**src/tmvd_pkg.sv**
```systemverilog
`timescale 1ns / 1ps
package tmvd_pkg;

  localparam int SAMPLE_W  = 16;
  localparam int DIFF_W    = SAMPLE_W + 1;
  localparam int STOP_W    = 12;
  localparam int MAG_W     = 24;
  localparam int ERR_W     = 50;
  localparam int OUT_W     = 16;
  localparam int X_W       = 18;
  localparam int RECIP_SH  = 19;
  localparam logic [X_W-1:0]   RECIP3    = X_W'(174763);
  localparam logic [ERR_W-1:0] START_ERR = ERR_W'(64'd1638400000000);

  typedef enum logic [2:0] {
    REG_PERM_COUNT = 3'd0,
    REG_MAT1_LOW   = 3'd1,
    REG_MAT2_LOW   = 3'd2,
    REG_MAT3_LOW   = 3'd3,
    REG_MAT1_HIGH  = 3'd4,
    REG_MAT2_HIGH  = 3'd5,
    REG_MAT3_HIGH  = 3'd6,
    REG_STOP_STEP  = 3'd7
  } reg_idx_t;

  typedef struct packed {
    logic [1:0]                 perm_count;
    logic signed [SAMPLE_W-1:0] dl1;
    logic signed [SAMPLE_W-1:0] dl2;
    logic signed [SAMPLE_W-1:0] dl3;
    logic signed [SAMPLE_W-1:0] dh1;
    logic signed [SAMPLE_W-1:0] dh2;
    logic signed [SAMPLE_W-1:0] dh3;
    logic [STOP_W-1:0]          stop_step;
  } cfg_t;

  typedef struct packed {
    logic signed [SAMPLE_W-1:0] sl;
    logic signed [SAMPLE_W-1:0] sh;
    logic                       last;
  } vox_t;

  typedef struct packed {
    logic       full;
    logic       empty;
    logic [1:0] cnt;
  } q_stat_t;

  typedef struct packed {
    logic busy;
    logic done;
  } ev_stat_t;

endpackage

```
**src/tmvd_front.sv**
```systemverilog
`timescale 1ns / 1ps
module tmvd_front (
  input  tmvd_pkg::cfg_t                   cfg,
  input  logic                             in_valid,
  output logic                             in_ready,
  input  logic signed [15:0]               in_sample_low,
  input  logic signed [15:0]               in_sample_high,
  input  logic                             in_last_voxel,
  input  tmvd_pkg::q_stat_t                q_stat,
  output logic                             push,
  output tmvd_pkg::vox_t                   push_data
);
  import tmvd_pkg::*;

  logic signed [SAMPLE_W-1:0] mn_l, mx_l, mn_h, mx_h;

  // span of the three densities per image
  always_comb begin
    mn_l = cfg.dl1;
    mx_l = cfg.dl1;
    if (cfg.dl2 < mn_l) mn_l = cfg.dl2;
    if (cfg.dl3 < mn_l) mn_l = cfg.dl3;
    if (cfg.dl2 > mx_l) mx_l = cfg.dl2;
    if (cfg.dl3 > mx_l) mx_l = cfg.dl3;
    mn_h = cfg.dh1;
    mx_h = cfg.dh1;
    if (cfg.dh2 < mn_h) mn_h = cfg.dh2;
    if (cfg.dh3 < mn_h) mn_h = cfg.dh3;
    if (cfg.dh2 > mx_h) mx_h = cfg.dh2;
    if (cfg.dh3 > mx_h) mx_h = cfg.dh3;
  end

  always_comb begin
    push_data.last = in_last_voxel;
    if (in_sample_low < mn_l)      push_data.sl = mn_l;
    else if (in_sample_low > mx_l) push_data.sl = mx_l;
    else                           push_data.sl = in_sample_low;
    if (in_sample_high < mn_h)      push_data.sh = mn_h;
    else if (in_sample_high > mx_h) push_data.sh = mx_h;
    else                            push_data.sh = in_sample_high;
  end

  assign in_ready = !q_stat.full;
  assign push     = in_valid && !q_stat.full;

endmodule

```
**config.mk**
```make
export PLATFORM = sky130hd
export DESIGN_NAME = tmvd_front
export DESIGN_NICKNAME = d
export VERILOG_FILES = /design/src/tmvd_pkg.sv /design/src/tmvd_front.sv
export SDC_FILE = /design/constraint.sdc
export NUM_CORES = 1
export LEC_CHECK = 0
export ABC_AREA = 1
export BUFFER_PORTS_ARGS = -buffer_cell sky130_fd_sc_hd__clkbuf_2
export CAP_MARGIN = 10
export CORE_MARGIN = 2
export CORE_UTILIZATION = 45
export DETAILED_ROUTE_END_ITERATION = 16
export PLACE_DENSITY = 0.71
export REMOVE_ABC_BUFFERS = 1
export SLEW_MARGIN = 40
export SYNTH_ARGS = -nofsm -noshare
export SYNTH_HDL_FRONTEND = slang
export SYNTH_SLANG_ARGS = --single-unit
```
**constraint.sdc**
```tcl
create_clock -name vclk -period 13.9
set_clock_uncertainty 0.05 [all_clocks]
set_input_delay 2.085 -clock vclk [all_inputs]
set_output_delay 2.085 -clock vclk [all_outputs]
set_load 0.02 [all_outputs]
```
==> results by group <==
Run status
  • Outcome: finished, final reports clean

Power
  • Power Total: slightly below 1000 uW
  • Worst vdd ir: just under 0.08 mV
  • Leakage: about 0.0045 uW
  • PwrDens: 131 mW/mm2

Finish
  • Sequential cells: 0
  • Register Area: 0 um2
  • Layout area overhead: 13.6%
  • Fin cells: ~1500
  • Area occupied by multi-input gates: 0.00571 mm2
  • CLK BUF: 0
  • Share of layout cells above drive strength 1: about 16%
  • Final net count: ~1600
  • N_diodes: 0
  • FILL cells: roughly 1500
  • Fin area: approximately 0.0073 mm2

Timing
  • Minimum clock period after layout: ~11 ns
  • Fin. Hold Viols: 0
  • Final setup vio count: 0
  • Relative slew margins: 53.0%
  • Min Hold Slack: about 4.1 ns
  • Setup TNS: 0 ns
  • RSZ-0062 raised after global routing: no
  • Fin. max-slew vios: 0
  • F_max: between 0.08 and 0.09 GHz
  • Tightest Pin Transition: 0.704 ns
  • Tcrit/Tclk final: about four fifths

Yosys
  • Synth top area share: 29.5%
  • Top cells by area, synth: ha_1, nand2_1, inv_1
  • Top-count cell post-synth: nand2_1
  • Post-synth top cells: nand2_1, ha_1, inv_1
  • Syn Area/Cell: about 5.6 um2
  • Post-Syn Instances: about 1100
  • Netlist cell types: 44
  • Register area share after synthesis: 0%
  • Ys Warns: 0
  • Synthesized area: about 0.0065 mm2
  • Post-synth top area cell: ha_1

Setup path
  • CP Max Fanout: 32
  • Startpoint Class: input pin
  • Crit path top cell by count: nand2_1
  • CP Capture Type: output port
  • WP data arrival: approximately 9 ns
  • CP max stage cell: or3_1
  • Family with the most delay on the worst path: simple AND/OR/NAND/NOR gates
  • Buf/Inv on CP: 5
  • Worst endpoint required time: 11.77 ns
  • Crit. path cell count: 34
  • Worst path max stage delay: between 0.6 and 0.7 ns
  • Setup CP Type: in -> out

Floorplan
  • Die W: approximately 120 um
  • Std cell rows: 43
  • Starting Density: 46.3%
  • Ports: 183
  • Core box area: between 0.01 and 0.015 mm2
  • Die Y: approximately 120 um
  • Die ar.: 0.0153 mm2

Min path
  • Hold Path Depth: 0
  • HP Class: in -> out

Placed design
  • Post-DP HPWL: ~16000 um
  • Area after DPL: ~0.0073 mm2
  • Placed Instances: 1453
  • PortBufs: 164
  • Placer Congestion: approximately 0.88

Job
  • Max_cap viols: 0

GRT
  • Total GRT Usage: between 20% and 30%
  • Gr ovfl total: 0
  • Initial antenna violation count: 0
  • First-pass GRT wire length: 28800 um
  • Largest net degree at the start of global routing: 33
  • Number of global-route vias before repair: 6802

Clocking
  • CTS Hold Buffers Added: 0
  • Number of setup buffers added after CTS: 0
  • Post_cts resized: 0

Drt
  • Drt pass-1 iters: 5
  • Routed WL: around 17000 um
  • Drt wl/cell: 11.9 um
  • Antenna viol nets, final: 0
  • Residual DRC: 0
  • Vias: about 7400
  • Via/cell ratio: 5.06
  • DR iter-0 viols: around 280
[routing by layer]
metal / vias to the layer above / GRT usage, % / wire [um]
li1: 4084 / - / -
met2: 168 / 43.6 / 8260
met3: 17 / 1.05 / 862
met4: 0 / 1.70 / 183
met1: 3089 / 28.1 / 8000
met5: - / 0 / 0
[logic make-up after synthesis]
| family | count (synthesis) | synth area share [%] |
|---|---|---|
| and+or+nand+nor | 611 | 41.9 |
| AOI/OAI and AO/OA | 191 | 16.5 |
| buffers and inverters | 191 | 11.8 |
| adders and majority gates | 152 | 29.5 |
| xor gates and xnor gates | 1 | 0.427 |
[metrics by stage]
stage / utilization (%) / setup slack (ns)
6_report: 52.6 / 2.59
3_5_place_dp: 52.6 / 2.45
4_1_cts: 52.6 / 2.47
3_3_place_gp: 52.6 / 2.58
2_1_floorplan: - / 2.81
5_1_grt: 52.6 / 1.68
[layout make-up]
cell class | count | area share [%]
Timing Repair Buffer | 165 | 11.3
Tap cell | 180 | 3.07
Multi-Input combinational cell | 955 | 77.8
Inverter | 153 | 7.83
[worst paths after layout]
kind     startpoint             to  slack, ns
min   in_last_voxel   push_data[0]       4.12
max        cfg[107]  push_data[20]       2.59
[cells in the final DEF (no fill, tap or decap), types with 2 or more instances in the layout]
master / n
clkbuf_2: 164
ha_1: 152
a221oi_1: 2
nor2_1: 40
o21ai_2: 2
and2_1: 3
nand3_1: 103
a21oi_1: 48
nand3b_1: 17
o221a_2: 2
inv_1: 152
a2111oi_1: 2
nand3_2: 7
a211oi_1: 9
o21ai_1: 14
or2_1: 2
or2_2: 3
nand2_1: 385
nand2_4: 4
nor3_1: 7
o21bai_1: 2
nand4_1: 25
o21ai_0: 99
a21o_1: 2
nand2_2: 10
[report_power, final]
group / leakage (uW) / switching (uW) / internal [uW]
Combinational: 0.00449 / 633 / 329
Sequential: 0 / 0 / 0
Clock: 0 / 0 / 0
Note: power is estimated with default switching activity, not from simulation.
