==> config.mk <==
export PLATFORM = sky130hd
export DESIGN_NAME = tmvd_fifo
export DESIGN_NICKNAME = d
export VERILOG_FILES = /design/src/tmvd_pkg.sv /design/src/tmvd_fifo.sv
export SDC_FILE = /design/constraint.sdc
export NUM_CORES = 1
export LEC_CHECK = 0
export ABC_AREA = 1
export BUFFER_PORTS_ARGS = -buffer_cell sky130_fd_sc_hd__buf_2
export CORE_UTILIZATION = 45
export CTS_CLUSTER_DIAMETER = 80
export DETAILED_ROUTE_END_ITERATION = 8
export GPL_ROUTABILITY_DRIVEN = 0
export PLACE_DENSITY = 0.7
export RECOVER_POWER = 25
export SYNTH_ARGS = -nofsm -noshare
export SYNTH_HDL_FRONTEND = slang
export SYNTH_SLANG_ARGS = --single-unit
==> constraint.sdc <==
create_clock -name clk -period 3.05 [get_ports clk]
set_input_delay 0.305 -clock clk [delete_from_list [all_inputs] [get_ports clk]]
set_output_delay 0.305 -clock clk [all_outputs]
set_load 0.1 [all_outputs]
==> src/tmvd_pkg.sv <==
`timescale 1ns / 1ps
package tmvd_pkg;

  localparam int SAMPLE_W  = 16;
  localparam int DIFF_W    = SAMPLE_W + 1;
  localparam int STOP_W    = 12;
  localparam int MAG_W     = 24;
  localparam int ERR_W     = 50;
  localparam int OUT_W     = 16;
  localparam int X_W       = 18;
  localparam int RECIP_SH  = 19;
  localparam logic [X_W-1:0]   RECIP3    = X_W'(174763);
  localparam logic [ERR_W-1:0] START_ERR = ERR_W'(64'd1638400000000);

  typedef enum logic [2:0] {
    REG_PERM_COUNT = 3'd0,
    REG_MAT1_LOW   = 3'd1,
    REG_MAT2_LOW   = 3'd2,
    REG_MAT3_LOW   = 3'd3,
    REG_MAT1_HIGH  = 3'd4,
    REG_MAT2_HIGH  = 3'd5,
    REG_MAT3_HIGH  = 3'd6,
    REG_STOP_STEP  = 3'd7
  } reg_idx_t;

  typedef struct packed {
    logic [1:0]                 perm_count;
    logic signed [SAMPLE_W-1:0] dl1;
    logic signed [SAMPLE_W-1:0] dl2;
    logic signed [SAMPLE_W-1:0] dl3;
    logic signed [SAMPLE_W-1:0] dh1;
    logic signed [SAMPLE_W-1:0] dh2;
    logic signed [SAMPLE_W-1:0] dh3;
    logic [STOP_W-1:0]          stop_step;
  } cfg_t;

  typedef struct packed {
    logic signed [SAMPLE_W-1:0] sl;
    logic signed [SAMPLE_W-1:0] sh;
    logic                       last;
  } vox_t;

  typedef struct packed {
    logic       full;
    logic       empty;
    logic [1:0] cnt;
  } q_stat_t;

  typedef struct packed {
    logic busy;
    logic done;
  } ev_stat_t;

endpackage

==> src/tmvd_fifo.sv <==
`timescale 1ns / 1ps
module tmvd_fifo (
  input  logic              clk,
  input  logic              rst_n,
  input  logic              push,
  input  tmvd_pkg::vox_t    push_data,
  input  logic              pop,
  output tmvd_pkg::vox_t    pop_data,
  output tmvd_pkg::q_stat_t q_stat
);
  import tmvd_pkg::*;

  vox_t       mem_r [2];
  logic       wr_ptr_r, rd_ptr_r;
  logic [1:0] cnt_r;

  always_ff @(posedge clk) begin
    if (push) mem_r[wr_ptr_r] <= push_data;
  end

  always_ff @(posedge clk) begin
    if (!rst_n) begin
      wr_ptr_r <= 1'b0;
      rd_ptr_r <= 1'b0;
      cnt_r    <= 2'd0;
    end else begin
      if (push) wr_ptr_r <= !wr_ptr_r;
      if (pop)  rd_ptr_r <= !rd_ptr_r;
      if (push && !pop)      cnt_r <= cnt_r + 2'd1;
      else if (pop && !push) cnt_r <= cnt_r - 2'd1;
    end
  end

  assign pop_data     = mem_r[rd_ptr_r];
  assign q_stat.full  = (cnt_r == 2'd2);
  assign q_stat.empty = (cnt_r == 2'd0);
  assign q_stat.cnt   = cnt_r;

endmodule

==> flow_summary.ini, run 1 <==
[synthesis]
ys_seq_elements = 71
syn-num-nets = 176
yosys_most_used_dff = edfxtp_1
synth_most_common_cell = edfxtp_1
seq_area_frac_synth = 0.753
syn_avg_cell_area_um2 = 20.0
async_flop_share = 0
synthTopCellsByArea = edfxtp_1 72%, mux2_4 16%, dfxtp_1 3.6%
synthCells = 138
synth_top_area_cell = edfxtp_1
synth_cell_type_count = 14
synth_enable_flop_cells = 66
yosysTopAreaCellShare = 0.717
synthTopCellsByCount = 66 x edfxtp_1, 30 x mux2_4, 9 x nor2_1, 8 x inv_1, 8 x nand2_1
yosys_warnings = 0
syn-cell-area_um2 = 2770

[pwr]
p_per_area_nw_per_um2 = 680
finalPower_mw = 2.26
cellLeakagePower_nw = 1.37
vdd_drop_max_mv = 0.412

[routing]
routed_wl_um = 4200
ant_nets = 0
drt_iter0_markers = 51
dr_total_vias = 1392
drc = 0
post_drt_wl_per_cell_um = 14.0
first_pass_iters = 4
via_per_inst = 4.66

[global_route]
grt_pass1_wl_um = 6130
grt_pass1_vias = 1363
busiest_layer = met2
grt_util_met1 = 0.144
overflow = 0
grt_max_degree = 34
gr-usage-met2 = 0.230
grt_usage = 0.136
antenna_found_initial = 0
use_met3 = 0.0466

[final_layout]
diodes = 0
stdcell_area_um2 = 3330
multi_input_area_um2 = 589
syn_to_final_growth_pct = 20.3
final_layout_size_suffix_gt1_frac = 0.531
final_nets = 259
fillers = 482
final_util = 0.562
seqCellArea_um2 = 2080
finalNonFillerCells = 299

[die]
die_w_um = 80.4
die-height_um = 80.4
start_util = 0.467
fp-row-count = 28
coreArea_um2 = 5920
ios = 74
die-area_um2 = 6460

[placed_design]
place_ws_ns = 1.26
dp.cells = 285
place_area_um2 = 3180
numPortBuffers = 73
hpwl_um = 2810

[setup_path]
cp_data_required_time_ns = 2.74
cp-end-kind = primary output
cp_max_fo = 17
critPathKind = flip-flop to primary output
start_kind = flip-flop
arrival_ns = 1.80
timing.rr.start = wr_ptr_r$_SDFFE_PN0P_

[timing]
period_share = 0.690
max_slew.worst_pin.slew_ns = 0.986
rsz0062_at_grt = no
setup_violations = 0
hold_violations = 0
whs_ns = 0.162
setup_ws_ns = 0.946
finalSetupTns_ns = 0
fin_skew_ns = 0.00601
maxSlewViolCount = 0
max_freq_mhz = 475
period_needed_ns = 2.10
slew_headroom = 0.341

[clock_tree]
post_cts_buffers = 0
cts_buffers = 9
hold_buffers = 0
root_buffer = clkbuf_8
clk_pin_slew_ns = 0.07
cts_tree = yes
clockBufferDepth = 2
cts_resized = 0
insertion_delay_ns = 0.33
htree_levels = 3
clock-sinks = 71

[worst_hold_path]
worstHoldPathType = primary input to flip-flop
hold_start = push_data[30]

[flow_run]
maxCapViolCount = 0

[status]
status = finished, final reports clean
[sequential cells by signal, indices dropped and copies added, names as in the netlist, named ones only]
register,flops
wr_ptr_r,1
mem_r,66
rd_ptr_r,1
cnt_r,2
[cell type report]
type                            instances  area share
Sequential cell                        71       0.626
Multi-Input combinational cell         55       0.177
Timing Repair Buffer                   76       0.116
Clock buffer                           11      0.0395
Tap cell                               75      0.0282
Inverter                                8     0.00903
Clock inverter                          3     0.00376
[worst max-delay path: stages (launching register included)]
cell,delay [ns]
dfxtp_2,0.46
buf_4,0.35
mux2_2,0.37
buf_2,0.29
[path summary, 6_finish.rpt]
path	depth (start not counted)	slack, ns	endpoint
min	1	0.16	mem_r[0][30]$_DFFE_PP_
min reg2reg	2	0.52	rd_ptr_r$_SDFFE_PN0P_
max	3	0.95	pop_data[28]
max reg2reg	3	1.45	mem_r[1][11]$_DFFE_PP_
[layout by cell type, fill, tap and decap left out, types with 2 or more instances in the layout]
cell / instances
nor2_1: 8
buf_4: 3
mux2_4: 30
edfxtp_1: 66
clkbuf_1: 3
dfxtp_1: 4
nand2_1: 8
buf_2: 71
clkinv_1: 2
inv_1: 8
clkbuf_8: 9
mux2_2: 3
[kinds of logic after synthesis]
family	synth area share
compound gates	0.00362
simple gates	0.0271
flops	0.753
mux	0.175
buf+inv	0.0367
fa+ha+maj	0.00452
[where the power goes]
part / total, mW / internal [mW] / switching (mW)
Sequential: 1.14 / 1.12 / 0.0192
Combinational: 0.544 / 0.116 / 0.428
Clock: 0.573 / 0.280 / 0.294
[layer usage]
| metal | part of all wire | vias to the layer above |
|---|---|---|
| met5 | 0 | - |
| li1 | - | 677 |
| met4 | 0.026 | 0 |
| met2 | 0.51 | 40 |
| met3 | 0.053 | 9 |
| met1 | 0.42 | 666 |
No activity file was read; power rests on OpenSTA's default activity.
==> run 2: changes to the inputs <==
--- a/config.mk
+++ b/config.mk
@@ -11,7 +11,7 @@
 export CTS_CLUSTER_DIAMETER = 80
 export DETAILED_ROUTE_END_ITERATION = 8
 export GPL_ROUTABILITY_DRIVEN = 0
-export PLACE_DENSITY = 0.7
+export PLACE_DENSITY = 0.73
 export RECOVER_POWER = 25
 export SYNTH_ARGS = -nofsm -noshare
 export SYNTH_HDL_FRONTEND = slang
==> constraint.sdc (replaced) <==
create_clock -name clk -period 1.8 [get_ports clk]
set_input_delay 0.18 -clock clk [delete_from_list [all_inputs] [get_ports clk]]
set_output_delay 0.18 -clock clk [all_outputs]
set_load 0.1 [all_outputs]
==> run 2 against run 1 <==
Effect of this change: first-iteration DRC count shrank 20%; global-route usage is 0.18 points higher; clock-buffer cell count decreased by 2; sequential power rose by 69%; sequential share of layout area down 4.7 points; highest routed layer unchanged.
==> flow_summary.ini, run 2 (synthesized netlist as in run 1, its figures left out) <==
[status]
status = finished, final reports clean

[final_layout]
final_layout_size_suffix_gt1_frac = 0.559
diodes = 0
top_register = mem_r
largest_reg_flops = 66
reg_top3 = mem_r (66), cnt_r (2)
final_cell_mix = 66 x edfxtp_1, 53 x buf_2, 30 x mux2_4
layout_commonest_cell = edfxtp_1
final_nets = 262
syn_to_final_growth_pct = 30.1

[pwr]
vdd_drop_max_mv = 0.601
p_switching_mw = 1.32
power_frac_comb = 0.262
intPower_mw = 2.69
finalPower_mw = 4.01
p_clk_frac = 0.256
seq_power_share = 0.482
cellLeakagePower_nw = 1.47
p_per_area_nw_per_um2 = 1110
netSwitchingFraction = 0.329

[setup_path]
arrival_ns = 1.57
path_buf_inv = 2
cp_data_required_time_ns = 1.62
critPathSlowestCell = mux2_2
cp-end-kind = primary output
path_cells = buf_4, mux2_2, clkbuf_4
critPathKind = flip-flop to primary output
start_kind = flip-flop
cp_max_fo = 12
crit_family = buffers and inverters
timing.rr.start = wr_ptr_r$_SDFFE_PN0P_
max_stage_delay_ns = 0.36

[routing]
met1_length_um = 1590
top_layer_used = met4
drc = 0
ant_nets = 0
routed_wl_um = 4120
dr_total_vias = 1415
via_per_inst = 4.65
post_drt_wl_per_cell_um = 13.5
drt_iter0_markers = 41
wl_met2_um = 2220
dr_wl_met3_um = 254
first_pass_iters = 3

[clock_tree]
clk_pin_slew_ns = 0.07
root_buffer = clkbuf_8
insertion_delay_ns = 0.33
cts_tree = yes
htree_levels = 3
cts_buffers = 9
clock-sinks = 71
clockBufferDepth = 2

[worst_hold_path]
hold_start = push_data[9]
worstHoldPathType = primary input to flip-flop

[die]
die-height_um = 80.4
die-area_um2 = 6460
coreArea_um2 = 5920
fp-row-count = 28
die_w_um = 80.4
ios = 74
start_util = 0.467

[timing]
maxSlewViolCount = 0
rsz0062_at_grt = no
period_share = 0.971
fin_skew_ns = 0.00210
max_freq_mhz = 572
period_needed_ns = 1.75
hold_violations = 0
finalSetupTns_ns = 0
max_slew.worst_pin.slew_ns = 0.487
setup_violations = 0
slew_headroom = 0.677

[global_route]
antenna_found_initial = 0
grt_pass1_vias = 1364
overflow = 0
grt_usage = 0.138
grt_pass1_wl_um = 6230
grt_max_degree = 22

[placed_design]
hpwl_um = 2900
numPortBuffers = 73

[flow_run]
maxCapViolCount = 0
==> run 2: changes by cell type in the layout (fill, tap and decap cells not counted), sizes merged <==
| cell | before | now |
|---|---|---|
| clkinvlp | 0 | 2 |
| clkinv | 3 | 5 |
| clkbuf | 12 | 15 |
| buf | 75 | 73 |
==> run 2: worst register-to-register path, stage by stage, from the launching register on <==
cell and delay, ns:
dfxtp_1 0.39, nand2_1 0.09, inv_1 0.07, buf_4 0.25
==> run 2: stage by stage <==
| step | area, µm² | utilization | hold WS (ns) | worst slack, ns | std cells |
|---|---|---|---|---|---|
| after global placement | 3430 | 0.580 | 0.368 | 0.403 | 288 |
| after floorplan | 2770 | - | 0.279 | -0.341 | 138 |
| after CTS | 3600 | 0.608 | 0.0175 | 0.0167 | 304 |
| after global routing | 3600 | 0.608 | 0.0148 | 0.00203 | 304 |
| after detailed placement | 3430 | 0.580 | 0.371 | 0.382 | 288 |
| final | 3600 | 0.608 | 0.0368 | 0.0528 | 304 |
==> run 2: power by group through the flow <==
stage	Sequential [mW]	Clock [mW]	Combinational, mW
6_report	1.93	1.03	1.05
3_3_place_gp	1.96	0	1.04
4_1_cts	1.93	1.06	1.05
3_5_place_dp	1.97	0	1.05
2_1_floorplan	2.00	0	0.779
5_1_grt	1.94	1.13	1.08
==> run 2: layout make-up <==
| type | instances | area, µm² |
|---|---|---|
| Fill cell | 457 | 2320 |
| Multi-Input combinational cell | 55 | 594 |
| Clock inverter | 7 | 40.0 |
| Sequential cell | 71 | 2080 |
| Timing Repair Buffer | 79 | 633 |
| Clock buffer | 9 | 124 |
| Tap cell | 75 | 93.8 |
| Inverter | 8 | 30.0 |
==> run 2: per-layer routing <==
layer  global-route usage  vias up
met2                0.247       51
met3               0.0523        7
met1                0.142      671
met4               0.0643        0
met5                    0        -
li1                     -      686
==> run 2: final timing paths <==
| kind | slack (ns) | cells past startpoint | to |
|---|---|---|---|
| setup / recovery | 0.05 | 3 | pop_data[28] |
| hold / removal | 0.04 | 1 | mem_r[1][9]$_DFFE_PP_ |
| setup reg to reg | 0.69 | 3 | mem_r[1][3]$_DFFE_PP_ |
| hold reg to reg | 0.50 | 2 | flip-flop |
==> run 2: what timing repair did <==
action                     CTS  global route
gates resized for setup      0             2
setup buffers                0             0
hold buffers                 0             0
setup endpoints to repair    0             2
